[config.mk]
export PLATFORM = sky130hd
export DESIGN_NAME = button_report_change_events_core_flat
export DESIGN_NICKNAME = d
export VERILOG_FILES = /design/src/hdl/bre_pkg.sv /design/src/hdl/bre_rpt_if.sv /design/src/hdl/bre_evt_if.sv /design/src/hdl/button_report_change_events_core.sv /design/src/flat_wrapper.sv
export SDC_FILE = /design/constraint.sdc
export NUM_CORES = 1
export LEC_CHECK = 0
export ABC_AREA = 0
export BUFFER_PORTS_ARGS = -buffer_cell sky130_fd_sc_hd__buf_2
export CORE_AREA = 2 2 107 67
export DETAILED_ROUTE_END_ITERATION = 10
export DIE_AREA = 0 0 109 69
export PLACE_DENSITY = 0.78
export SYNTH_ARGS = -nofsm -noshare
export SYNTH_HDL_FRONTEND = slang
export SYNTH_SLANG_ARGS = --single-unit
[constraint.sdc]
create_clock -name clk -period 6.7 [get_ports clk]
set_clock_uncertainty 0.05 [all_clocks]
set_input_delay 1.34 -clock clk [delete_from_list [all_inputs] [get_ports clk]]
set_output_delay 1.34 -clock clk [all_outputs]
set_load 0.01 [all_outputs]
[src/hdl/bre_pkg.sv]
// ----------------------------------------------------------------------------
// Button report change events package
// Shared constants, event codes and decode helpers for the change-event block.
// ----------------------------------------------------------------------------
`default_nettype none

package bre_pkg;

    // Accepted report framing.
    localparam logic [7:0] HEADER_OK = 8'ha1;
    localparam logic [7:0] REPORT_OK = 8'h30;

    // Event kinds.
    localparam logic [1:0] KIND_KEY  = 2'd0;
    localparam logic [1:0] KIND_AXIS = 2'd1;
    localparam logic [1:0] KIND_SYNC = 2'd2;

    // Event slots in emission order: seven keys, two axes, then sync.
    localparam int NUM_KEYS  = 7;
    localparam int NUM_AXES  = 2;
    localparam int NUM_SLOTS = NUM_KEYS + NUM_AXES + 1;
    localparam int SYNC_SLOT = NUM_SLOTS - 1;

    typedef logic [NUM_SLOTS-1:0] slot_mask_t;
    typedef logic [3:0]           slot_idx_t;

    localparam logic [15:0] HOME_MASK = 16'h0080;

    localparam logic [15:0] KEY_MASK [NUM_KEYS] = '{
        16'h0001, 16'h0002, 16'h0004, 16'h0008, 16'h0010, 16'h0080, 16'h1000
    };
    localparam logic [15:0] AXIS_LO [NUM_AXES] = '{16'h0800, 16'h0200};
    localparam logic [15:0] AXIS_HI [NUM_AXES] = '{16'h0400, 16'h0100};

    // Direction pair decode: low bit alone gives -1, high bit alone +1.
    function automatic logic signed [1:0] axis_value(input logic [15:0] w, input int k);
        logic [15:0] m;
        begin
            m = w & (AXIS_LO[k] | AXIS_HI[k]);
            if (m == AXIS_LO[k])
            begin
                axis_value = -2'sd1;
            end
            else if (m == AXIS_HI[k])
            begin
                axis_value = 2'sd1;
            end
            else
            begin
                axis_value = 2'sd0;
            end
        end
    endfunction

endpackage

`default_nettype wire

[src/hdl/bre_rpt_if.sv]
// ----------------------------------------------------------------------------
// Report channel
// Carries one controller report per item with a valid/ready handshake.
// ----------------------------------------------------------------------------
`default_nettype none

interface bre_rpt_if;
    logic        valid;
    logic        ready;
    logic [7:0]  header_byte;
    logic [7:0]  report_id;
    logic [15:0] button_word;
    logic        short_read;

    modport source (output valid, header_byte, report_id, button_word, short_read,
                    input ready);
    modport sink   (input valid, header_byte, report_id, button_word, short_read,
                    output ready);
endinterface

`default_nettype wire

[src/hdl/bre_evt_if.sv]
// ----------------------------------------------------------------------------
// Event channel
// Carries one change event per item with a valid/ready handshake.
// ----------------------------------------------------------------------------
`default_nettype none

interface bre_evt_if;
    logic              valid;
    logic              ready;
    logic [1:0]        event_kind;
    logic [3:0]        control_index;
    logic signed [1:0] event_value;
    logic              last_of_run;
    logic              session_stop;

    modport source (output valid, event_kind, control_index, event_value, last_of_run,
                    session_stop, input ready);
    modport sink   (input valid, event_kind, control_index, event_value, last_of_run,
                    session_stop, output ready);
endinterface

`default_nettype wire

[src/hdl/button_report_change_events_core.sv]
// ----------------------------------------------------------------------------
// Button report change events core
// Turns controller reports into a serial run of key, axis and sync events.
// ----------------------------------------------------------------------------
// The first event of a report passes the input register, the pending mask
// and the output register before it is offered. Throughput: one event per
// cycle while the event channel is ready; a report holds the event emitter
// until all its events are handed on. Reset clears the previous button word
// and the stopped flag, and empties every stage.
`default_nettype none

module button_report_change_events_core
    import bre_pkg::*;
(
    input  wire logic  clk,
    input  wire logic  rst_n,
    bre_rpt_if.sink    rpt,
    bre_evt_if.source  evt
);

    // The block is three stages. An input register holds one report. When
    // the emitter is free (or frees up this cycle) the report is decoded in
    // one pass against the stored previous word, and the decode becomes a
    // mask of pending event slots. The emitter hands the lowest pending slot
    // to the output register each cycle the output register can take it.
    // All state updates happen at the moment a report is decoded, so the
    // next report always sees the state its predecessor left behind.

    // Input register.
    logic        iv_reg;
    logic [7:0]  ihdr_reg;
    logic [7:0]  iid_reg;
    logic [15:0] iword_reg;
    logic        ishort_reg;

    // Architectural state.
    logic [15:0] prev_reg, prev_next;
    logic        stopped_reg, stopped_next;

    // Emitter.
    slot_mask_t  pend_reg, pend_next;
    logic [15:0] ecur_reg;
    logic        ehome_reg;

    // Output register.
    logic              ov_reg, ov_next;
    logic [1:0]        okind_reg;
    logic [3:0]        oidx_reg;
    logic signed [1:0] oval_reg;
    logic              olast_reg;
    logic              ostop_reg;

    // Emitter control.
    slot_mask_t low_bit;
    slot_mask_t pend_after;
    slot_idx_t  low_idx;
    logic       advance;
    logic       load_emit;

    // Decode of the report in the input register.
    slot_mask_t new_mask;
    logic       new_home;

    // Event built from the lowest pending slot.
    logic [1:0]        ev_kind;
    logic [3:0]        ev_idx;
    logic signed [1:0] ev_val;
    logic              ev_last;
    logic              ev_stop;

    always_comb
    begin
        low_bit    = pend_reg & (~pend_reg + slot_mask_t'(1));
        advance    = (pend_reg != '0) && (!ov_reg || evt.ready);
        pend_after = advance ? (pend_reg & ~low_bit) : pend_reg;
        load_emit  = iv_reg && (pend_after == '0);
        low_idx    = '0;
        for (int i = 0; i < NUM_SLOTS; i++)
        begin
            if (low_bit[i])
            begin
                low_idx = slot_idx_t'(i);
            end
        end
    end

    // A new report can enter whenever the input register is empty or is
    // being moved into the emitter in this cycle.
    assign rpt.ready = !iv_reg || load_emit;

    // Single-pass decode of the held report.
    always_comb
    begin
        new_mask     = '0;
        new_home     = (iword_reg & HOME_MASK) != '0;
        prev_next    = prev_reg;
        stopped_next = stopped_reg;
        for (int k = 0; k < NUM_KEYS; k++)
        begin
            new_mask[k] = ((iword_reg & KEY_MASK[k]) != '0) !=
                          ((prev_reg & KEY_MASK[k]) != '0);
        end
        for (int k = 0; k < NUM_AXES; k++)
        begin
            new_mask[NUM_KEYS + k] = axis_value(iword_reg, k) != axis_value(prev_reg, k);
        end
        // A sync closes any non-empty run, except when home ends the session.
        new_mask[SYNC_SLOT] = (new_mask[SYNC_SLOT-1:0] != '0) && !new_home;

        if (stopped_reg)
        begin
            new_mask = '0;
        end
        else if (ishort_reg)
        begin
            new_mask     = '0;
            stopped_next = 1'b1;
        end
        else if (ihdr_reg != HEADER_OK || iid_reg != REPORT_OK || iword_reg == prev_reg)
        begin
            new_mask = '0;
        end
        else if (new_home)
        begin
            // Home press: events go out, the previous word stays, block stops.
            stopped_next = 1'b1;
        end
        else
        begin
            prev_next = iword_reg;
        end
    end

    // Event fields for the lowest pending slot.
    always_comb
    begin
        ev_last = (pend_reg & ~low_bit) == '0;
        ev_stop = ev_last && ehome_reg;
        ev_idx  = '0;
        ev_val  = 2'sd0;
        if (low_idx < slot_idx_t'(NUM_KEYS))
        begin
            ev_kind = KIND_KEY;
            ev_idx  = low_idx;
            ev_val  = ((ecur_reg & KEY_MASK[low_idx[2:0]]) != '0) ? 2'sd1 : 2'sd0;
        end
        else if (low_idx < slot_idx_t'(SYNC_SLOT))
        begin
            ev_kind = KIND_AXIS;
            ev_idx  = low_idx;
            ev_val  = axis_value(ecur_reg, int'(low_idx) - NUM_KEYS);
        end
        else
        begin
            ev_kind = KIND_SYNC;
        end
    end

    always_comb
    begin
        pend_next = load_emit ? new_mask : pend_after;
        if (advance)
        begin
            ov_next = 1'b1;
        end
        else if (evt.ready)
        begin
            ov_next = 1'b0;
        end
        else
        begin
            ov_next = ov_reg;
        end
    end

    // Control state.
    always_ff @(posedge clk or negedge rst_n)
    begin
        if (!rst_n)
        begin
            iv_reg      <= 1'b0;
            pend_reg    <= '0;
            ov_reg      <= 1'b0;
            prev_reg    <= '0;
            stopped_reg <= 1'b0;
        end
        else
        begin
            if (rpt.ready)
            begin
                iv_reg <= rpt.valid;
            end
            pend_reg <= pend_next;
            ov_reg   <= ov_next;
            if (load_emit)
            begin
                prev_reg    <= prev_next;
                stopped_reg <= stopped_next;
            end
        end
    end

    // Payload registers.
    always_ff @(posedge clk)
    begin
        if (rpt.valid && rpt.ready)
        begin
            ihdr_reg   <= rpt.header_byte;
            iid_reg    <= rpt.report_id;
            iword_reg  <= rpt.button_word;
            ishort_reg <= rpt.short_read;
        end
        if (load_emit)
        begin
            ecur_reg  <= iword_reg;
            ehome_reg <= new_home;
        end
        if (advance)
        begin
            okind_reg <= ev_kind;
            oidx_reg  <= ev_idx;
            oval_reg  <= ev_val;
            olast_reg <= ev_last;
            ostop_reg <= ev_stop;
        end
    end

    assign evt.valid         = ov_reg;
    assign evt.event_kind    = okind_reg;
    assign evt.control_index = oidx_reg;
    assign evt.event_value   = oval_reg;
    assign evt.last_of_run   = olast_reg;
    assign evt.session_stop  = ostop_reg;

    // A session stop only ever marks the final event of a run.
    assert property (@(posedge clk) disable iff (!rst_n)
        evt.valid && evt.session_stop |-> evt.last_of_run)
        else $error("session_stop on an event that is not last of its run");

    // Sync always closes a run and never appears in a home-terminated run.
    assert property (@(posedge clk) disable iff (!rst_n)
        evt.valid && evt.event_kind == KIND_SYNC |-> evt.last_of_run && !evt.session_stop)
        else $error("sync event is not a plain end of run");

    // Once stopped, the block stays stopped until reset.
    assert property (@(posedge clk) disable iff (!rst_n)
        stopped_reg |=> stopped_reg)
        else $error("stopped flag cleared without reset");

    // A report is decoded only when the emitter has nothing left to send.
    assert property (@(posedge clk) disable iff (!rst_n)
        load_emit |-> pend_after == '0)
        else $error("report decoded while events were still pending");

endmodule

`default_nettype wire

[src/flat_wrapper.sv]
// flat-port wrapper written by rule: the top's interface ports become plain ports
module button_report_change_events_core_flat import bre_pkg::*;
  (clk, rst_n, rpt_valid, rpt_header_byte, rpt_report_id, rpt_button_word, rpt_short_read, rpt_ready, evt_valid, evt_event_kind, evt_control_index, evt_event_value, evt_last_of_run, evt_session_stop, evt_ready);
  bre_rpt_if rpt_i ();
  bre_evt_if evt_i ();
  input  wire logic clk;
  input  wire logic rst_n;
  input wire logic [$bits(rpt_i.valid)-1:0] rpt_valid;
  input wire logic [$bits(rpt_i.header_byte)-1:0] rpt_header_byte;
  input wire logic [$bits(rpt_i.report_id)-1:0] rpt_report_id;
  input wire logic [$bits(rpt_i.button_word)-1:0] rpt_button_word;
  input wire logic [$bits(rpt_i.short_read)-1:0] rpt_short_read;
  output wire logic [$bits(rpt_i.ready)-1:0] rpt_ready;
  output wire logic [$bits(evt_i.valid)-1:0] evt_valid;
  output wire logic [$bits(evt_i.event_kind)-1:0] evt_event_kind;
  output wire logic [$bits(evt_i.control_index)-1:0] evt_control_index;
  output wire logic [$bits(evt_i.event_value)-1:0] evt_event_value;
  output wire logic [$bits(evt_i.last_of_run)-1:0] evt_last_of_run;
  output wire logic [$bits(evt_i.session_stop)-1:0] evt_session_stop;
  input wire logic [$bits(evt_i.ready)-1:0] evt_ready;
  assign rpt_i.valid = rpt_valid;
  assign rpt_i.header_byte = rpt_header_byte;
  assign rpt_i.report_id = rpt_report_id;
  assign rpt_i.button_word = rpt_button_word;
  assign rpt_i.short_read = rpt_short_read;
  assign rpt_ready = rpt_i.ready;
  assign evt_valid = evt_i.valid;
  assign evt_event_kind = evt_i.event_kind;
  assign evt_control_index = evt_i.control_index;
  assign evt_event_value = evt_i.event_value;
  assign evt_last_of_run = evt_i.last_of_run;
  assign evt_session_stop = evt_i.session_stop;
  assign evt_i.ready = evt_ready;
  button_report_change_events_core u_core (.clk(clk), .rst_n(rst_n), .rpt(rpt_i), .evt(evt_i));
endmodule
==> results.py, run 1 <==
metrics = {
    "outcome": {
        "status": "completed",
    },
    "worst_setup_path": {
        "crit_chain": "buf_2 -> nor2b_1 -> o21ai_0 -> a21o_1 -> a21oi_2 -> or2_2 -> nand2_1 -> buf_2",
        "worst_path_max_delay_cell": "nor2b_1",
        "critPathLaunchType": "input pin",
        "required_ns": 5.31,
        "regToRegEndpoint": "u_core.iword_reg[6]$_DFFE_PP_",
        "cp-end-kind": "primary output",
        "critPathKind": "input pin to primary output",
        "r2r_cells": 6,
        "r2r_setup_slack_ns": 3.33,
        "worstSetupEndpoint": "rpt_ready",
        "max_stage_delay_ns": 0.51,
        "crit_top_cell": "buf_2",
        "worst-path-buf-inv": 2,
        "path_max_fanout": 8,
        "arrival_ns": 3.17,
        "r2r-start": "u_core.pend_reg[1]$_DFF_PN0_",
        "worst-path-stages": 8,
        "crit_start": "evt_ready",
        "critPathTopFamily": "simple AND/OR/NAND/NOR gates",
    },
    "logic_synthesis": {
        "synth_commonest_cells": "54 x edfxtp_1, 28 x dfrtp_1, 16 x xor2_1",
        "yosysTopAreaCell": "edfxtp_1",
        "synthCells": 260,
        "synth_most_common_cell": "edfxtp_1",
        "ys.flop_type": "edfxtp_1",
        "synth_top_area_share_pct": 44.4,
        "synth_area_leaders": "edfxtp_1 44%, dfrtp_1 19%, xor2_1 3.8%",
        "synth-edff-count": 54,
        "synth_fp_nets": 301,
        "yosysWarnings": 0,
        "ys_types": 53,
        "ys_seq_area_share_pct": 63.6,
        "avgSynthCellArea_sq_um": 14.0,
        "syn_area_sq_um": 3650,
        "async_reset_ff_share_pct": 34.1,
        "ys_ff_latch": 82,
    },
    "sta": {
        "finalHoldViolations": 0,
        "drv_slew": 0,
        "rsz0062_at_grt": "no",
        "max_clock_freq_mhz": 219,
        "worst_pin_slew_ns": 1.03,
        "fin_setup_tns_ns": 0,
        "finalCritPeriodShare_pct": 68.0,
        "slew_headroom_pct": 31.3,
        "setup_viol": 0,
        "fin_crit_ns": 4.56,
        "setup_slack_ns": 2.14,
    },
    "clock_tree": {
        "clk_pin_slew_worst_paths_ns": 0.09,
        "cts_num_sinks": 82,
        "cts-root-buf": "clkbuf_8",
        "cts_setup_buffers": 0,
        "hold_buffers": 0,
        "cts_buffer_depth": 2,
        "cts_buffers": 9,
        "cts_tree": "yes",
        "htreeDepth": 3,
        "cts_resized": 0,
        "clock_latency_ns": 0.35,
    },
    "route": {
        "drc": 0,
        "via_per_inst": 5.51,
        "wl_per_cell_microns": 16.9,
        "wirelength_microns": 6820,
        "vias": 2226,
        "first_pass_iters": 4,
        "ant_nets": 0,
        "drt-initial-drc-count": 133,
    },
    "floorplanning": {
        "start_util_pct": 55.9,
        "io_pins": 49,
        "core.rowCount": 23,
        "die_w_microns": 109,
        "die-area_sq_um": 7520,
        "dieHeight_microns": 69,
        "coreArea_sq_um": 6530,
    },
    "placed_design": {
        "dp_slack_ns": 2.21,
        "place_congestion": 0.926,
        "placed_cells": 388,
        "dp_hpwl_microns": 4910,
        "dpl_cell_area_sq_um": 3950,
        "port-buffer-count": 48,
    },
    "power_and_ir_drop": {
        "power_w": 0.00102,
        "powerDensity_nw_per_um2": 244,
        "ir_drop_uv": 161,
        "leakage_nw": 1.82,
    },
    "layout": {
        "drive_gt1_share_pct": 29.7,
        "syn2layout_area_growth_pct": 14.6,
        "final_area_sq_um": 4180,
        "nets": 353,
        "largest_reg_flops": 16,
        "finalNonFillerCells": 404,
        "antenna_cells": 0,
    },
    "min_path": {
        "worstHoldStart": "u_core.stopped_reg$_DFFE_PN0N_",
        "min_path_type": "flip-flop to flip-flop",
    },
    "grt": {
        "grt_overflow": 0,
        "grt_max_degree": 34,
        "track_usage_pct": 20.0,
        "grt_pass1_vias": 2228,
        "grt_pass1_wl_microns": 11300,
        "antenna_found_initial": 0,
    },
    "job": {
        "maxCapViolCount": 0,
    },
}
how the worst min path moves through the flow:
| stage | end | slack (ns) | cells after the start |
|---|---|---|---|
| after floorplan | u_core.stopped_reg$_DFFE_PN0N_ | 0.39 | 2 |
| after global placement | u_core.stopped_reg$_DFFE_PN0N_ | 0.40 | 2 |
| after detailed placement | u_core.stopped_reg$_DFFE_PN0N_ | 0.42 | 2 |
| after CTS | u_core.stopped_reg$_DFFE_PN0N_ | 0.45 | 2 |
| after global routing | u_core.stopped_reg$_DFFE_PN0N_ | 0.47 | 2 |
| final | u_core.stopped_reg$_DFFE_PN0N_ | 0.45 | 2 |
through the flow:
| stage | hold WS [ns] | utilization [%] |
|---|---|---|
| after global placement | 0.400 | 60.5 |
| after global routing | 0.470 | 64.0 |
| after floorplan | 0.387 | - |
| final | 0.449 | 64.0 |
| after detailed placement | 0.416 | 60.5 |
| after CTS | 0.452 | 64.0 |
worst register-to-register path: stages (launching register included):
cell and delay, ns:
dfrtp_1 0.49, nor4_4 0.41, nand2_1 0.15, o21ai_0 0.29, o2111ai_1 0.30, or2_2 0.47
a21boi_4 0.83
power breakdown:
part           internal (W)  leakage (nW)  switching (W)
logic             0.0000177         0.822      0.0000214
clock network      0.000217         0.117       0.000191
registers          0.000562         0.882      0.0000121
layer usage:
layer | vias up | track usage, % | share of wire (%)
li1 | 1072 | - | -
met1 | 1051 | 29.8 | 48
met2 | 97 | 27.2 | 43
met3 | 6 | 6.72 | 7.8
met4 | 0 | 7.12 | 0.60
met5 | - | 0 | 0
cells by family after synthesis:
family          count (synthesis)  share of synthesized area (%)
simple gates                   67                           11.3
xor+xnor                       21                           5.04
compound gates                 47                           9.46
fa+ha+maj                       5                           1.65
mux                            16                           5.69
flops                          82                           63.6
buf+inv                        22                           3.26
cell type report:
type / count / area, sq um
fillers: 489 / 2350
flip-flops and latches: 82 / 2320
multi-input cells: 156 / 1220
repair buffers: 49 / 248
clock buffers: 9 / 124
well taps: 87 / 109
clock inverters: 7 / 106
inverters: 14 / 52.6
layout by cell type (no fill, tap or decap), drive strengths merged, types with 3 or more instances in the layout:
| cell type | Yosys | layout |
|---|---|---|
| nand4 | 3 | 3 |
| nor2 | 13 | 13 |
| nor2b | 3 | 3 |
| nand3b | 3 | 3 |
| dfrtp | 28 | 28 |
| edfxtp | 54 | 54 |
| mux2 | 14 | 14 |
| inv | 14 | 18 |
| nor3 | 9 | 9 |
| a22o | 6 | 6 |
| nor4 | 6 | 6 |
| or2 | 4 | 4 |
| xor2 | 16 | 16 |
| buf | 5 | 49 |
| a21o | 3 | 3 |
| clkbuf | 3 | 9 |
| ha | 4 | 4 |
| nand2 | 13 | 13 |
| a21oi | 8 | 8 |
| o21ai | 13 | 13 |
| xnor2 | 5 | 5 |
Power figures use the tool's default switching activity.
==> run 2, diff against run 1 <==
--- a/config.mk
+++ b/config.mk
@@ -5,11 +5,11 @@
 export SDC_FILE = /design/constraint.sdc
 export NUM_CORES = 1
 export LEC_CHECK = 0
-export ABC_AREA = 0
+export ABC_AREA = 1
 export BUFFER_PORTS_ARGS = -buffer_cell sky130_fd_sc_hd__buf_2
-export CORE_AREA = 2 2 107 67
+export CORE_AREA = 2 2 108 68
 export DETAILED_ROUTE_END_ITERATION = 10
-export DIE_AREA = 0 0 109 69
+export DIE_AREA = 0 0 110 70
 export PLACE_DENSITY = 0.78
 export SYNTH_ARGS = -nofsm -noshare
 export SYNTH_HDL_FRONTEND = slang
==> constraint.sdc (replaced) <==
create_clock -name clk -period 4.3 [get_ports clk]
set_clock_uncertainty 0.05 [all_clocks]
set_input_delay 0.86 -clock clk [delete_from_list [all_inputs] [get_ports clk]]
set_output_delay 0.86 -clock clk [all_outputs]
set_load 0.01 [all_outputs]
==> results.py, run 2 <==
metrics = {
    "outcome": {
        "status": "completed",
    },
    "clock_tree": {
        "cts_buffers": 9,
        "hold_buffers": 0,
        "clk_pin_slew_worst_paths_ns": 0.09,
        "cts_buffer_depth": 2,
        "cts_num_sinks": 82,
        "htreeDepth": 3,
        "cts_setup_buffers": 0,
        "cts-root-buf": "clkbuf_8",
        "cts_tree": "yes",
        "clock_latency_ns": 0.36,
        "cts_resized": 0,
    },
    "route": {
        "wl_per_cell_microns": 13.9,
        "wirelength_microns": 7030,
        "ant_nets": 0,
        "first_pass_iters": 5,
        "vias": 2647,
        "via_per_inst": 5.22,
        "drt-initial-drc-count": 163,
        "drc": 0,
    },
    "layout": {
        "final_area_sq_um": 4250,
        "drive_gt1_share_pct": 18.3,
        "largest_reg_flops": 16,
        "fill_cells": 553,
        "syn2layout_area_growth_pct": 13.8,
        "final_cell_mix": "86 x nand2_1, 54 x edfxtp_1, 48 x buf_2",
        "final_common_cell": "nand2_1",
        "nets": 452,
        "antenna_cells": 0,
    },
    "logic_synthesis": {
        "synth_most_common_cell": "nand2_1",
        "synthMuxAreaShare_pct": 0,
        "synthXorXnorAreaFrac_pct": 4.45,
        "synthCells": 358,
        "synth_top_family_by_area": "simple AND/OR/NAND/NOR gates",
        "yosysTopAreaCell": "edfxtp_1",
        "synth_fp_nets": 399,
        "synthAdderAreaFrac_pct": 1.34,
        "synth_top_area_share_pct": 43.4,
        "ys.flop_type": "edfxtp_1",
        "async_reset_ff_share_pct": 34.1,
        "yosys.area_share.simple_pct": 23.1,
        "avgSynthCellArea_sq_um": 10.4,
        "yosysWarnings": 0,
        "synth_commonest_cells": "86 x nand2_1, 54 x edfxtp_1, 35 x inv_1, 35 x nor2_1, 28 x dfrtp_1",
        "synth_area_leaders": "edfxtp_1 43%, dfrtp_1 19%, nand2_1 8.6%",
        "ys_ff_latch": 82,
        "synth-edff-count": 54,
        "ys_seq_area_share_pct": 62.2,
        "synth_compound_area_share_pct": 4.09,
        "syn_area_sq_um": 3740,
        "ys_types": 33,
    },
    "sta": {
        "drv_slew": 0,
        "slew_headroom_pct": 55.2,
        "finalCritPeriodShare_pct": 76.3,
        "worst_pin_slew_ns": 0.672,
        "setup_viol": 0,
        "finalHoldViolations": 0,
        "max_clock_freq_mhz": 305,
        "fin_crit_ns": 3.28,
        "rsz0062_at_grt": "no",
        "fin_setup_tns_ns": 0,
    },
    "placed_design": {
        "dpl_cell_area_sq_um": 4060,
        "place_congestion": 0.887,
        "port-buffer-count": 48,
        "dp_hpwl_microns": 5230,
    },
    "grt": {
        "grt_pass1_wl_microns": 11800,
        "track_usage_pct": 20.8,
        "grt_overflow": 0,
        "antenna_found_initial": 0,
        "grt_pass1_vias": 2516,
        "grt_max_degree": 34,
    },
    "worst_setup_path": {
        "critPathKind": "flip-flop to primary output",
        "cp-end-kind": "primary output",
        "required_ns": 3.39,
        "critPathLaunchType": "flip-flop",
        "path_max_fanout": 5,
        "arrival_ns": 2.37,
    },
    "power_and_ir_drop": {
        "p_seq_share_pct": 54.7,
        "p_comb_share_pct": 16.3,
        "clockPowerShare_pct": 29.0,
        "internal-power_w": 0.00128,
        "leakage_nw": 1.98,
        "p_sw_w": 0.000560,
        "ir_drop_uv": 269,
        "powerDensity_nw_per_um2": 432,
        "p_sw_share_pct": 30.5,
    },
    "floorplanning": {
        "core.rowCount": 24,
        "io_pins": 49,
        "die-area_sq_um": 7700,
        "dieHeight_microns": 70,
        "die_w_microns": 110,
        "start_util_pct": 54.3,
        "coreArea_sq_um": 6880,
    },
    "min_path": {
        "min_path_type": "flip-flop to flip-flop",
    },
    "job": {
        "maxCapViolCount": 0,
    },
}
run 2: cell count changes after synthesis, moves of 6 or more:
cell and change:
mux2_4 -8, a22o_1 -6, mux2_2 -6, nand3_1 +15
inv_1 +21, nand2_1 +73, o21ai_0 -7, o21bai_1 +6
nand4_1 +24, nor2_1 +22
run 2: worst paths after layout:
kind / startpoint / endpoint / slack, ns / cells past startpoint
min in group asynchronous: rst_n / u_core.pend_reg[0]$_DFF_PN0_ / 0.48 / 1
max: u_core.pend_reg[1]$_DFF_PN0_ / rpt_ready / 1.02 / 10
min: u_core.prev_reg[3]$_DFFE_PN0P_ / u_core.prev_reg[3]$_DFFE_PN0P_ / 0.45 / 2
max in group asynchronous: rst_n / u_core.stopped_reg$_DFFE_PN0N_ / 3.28 / 1
max reg2reg: u_core.pend_reg[1]$_DFF_PN0_ / u_core.ecur_reg[9]$_DFFE_PN_ / 1.48 / 11
min reg2reg: u_core.prev_reg[3]$_DFFE_PN0P_ / u_core.prev_reg[3]$_DFFE_PN0P_ / 0.45 / 2
run 2: worst max-delay path: stages (launching register included):
cell and delay (ns):
dfrtp_1 0.46, nor2_4 0.19, nand2_1 0.15, nor2_1 0.18, nand2_1 0.07, nand2_1 0.07
nand2_1 0.08, nor2_2 0.10, nand3_2 0.15, o21ai_0 0.37, buf_2 0.21
run 2: metal layers:
metal	up-vias	part of all wire (%)	wire (microns)	GRT usage, %
met5	-	0	0	0
met4	0	0.78	55	5.63
met3	6	8.4	592	8.40
met2	98	43	3050	28.7
met1	1218	47	3330	30.4
li1	1325	-	-	-
run 2: area by class of cell:
type / instances / area, sq um / share of cell area [%]
Timing Repair Buffer: 50 / 255 / 6.00
Inverter: 36 / 135 / 3.18
Multi-Input combinational cell: 232 / 1230 / 29.0
Tap cell: 91 / 114 / 2.68
Clock buffer: 9 / 124 / 2.91
Clock inverter: 7 / 67.6 / 1.59
Sequential cell: 82 / 2320 / 54.6
run 2: cell families (layout without fill, tap and decap cells):
family | after synthesis | count (layout)
simple gates | 184 | 184
flops | 82 | 82
xor+xnor | 19 | 19
compound gates | 25 | 25
buf+inv | 44 | 102
fa+ha+maj | 4 | 4
run 2: power groups by stage:
stage / clock network [W] / logic, W / registers [W]
CTS: 0.000546 / 0.000302 / 0.00100
global placement: 0 / 0.000294 / 0.00102
floorplan: 0 / 0.000214 / 0.00101
finish: 0.000532 / 0.000300 / 0.00100
detailed placement: 0 / 0.000301 / 0.00102
global route: 0.000585 / 0.000341 / 0.00101
run 2: through the flow:
step	setup slack [ns]	utilization (%)	total power (W)	instances	hold slack [ns]
4_1_cts	1.05	61.8	0.00185	507	0.451
3_3_place_gp	1.19	59.0	0.00131	491	0.422
2_1_floorplan	1.05	-	0.00122	358	0.411
3_5_place_dp	1.11	59.0	0.00132	491	0.429
6_report	1.02	61.8	0.00184	507	0.455
5_1_grt	0.877	61.8	0.00194	507	0.479
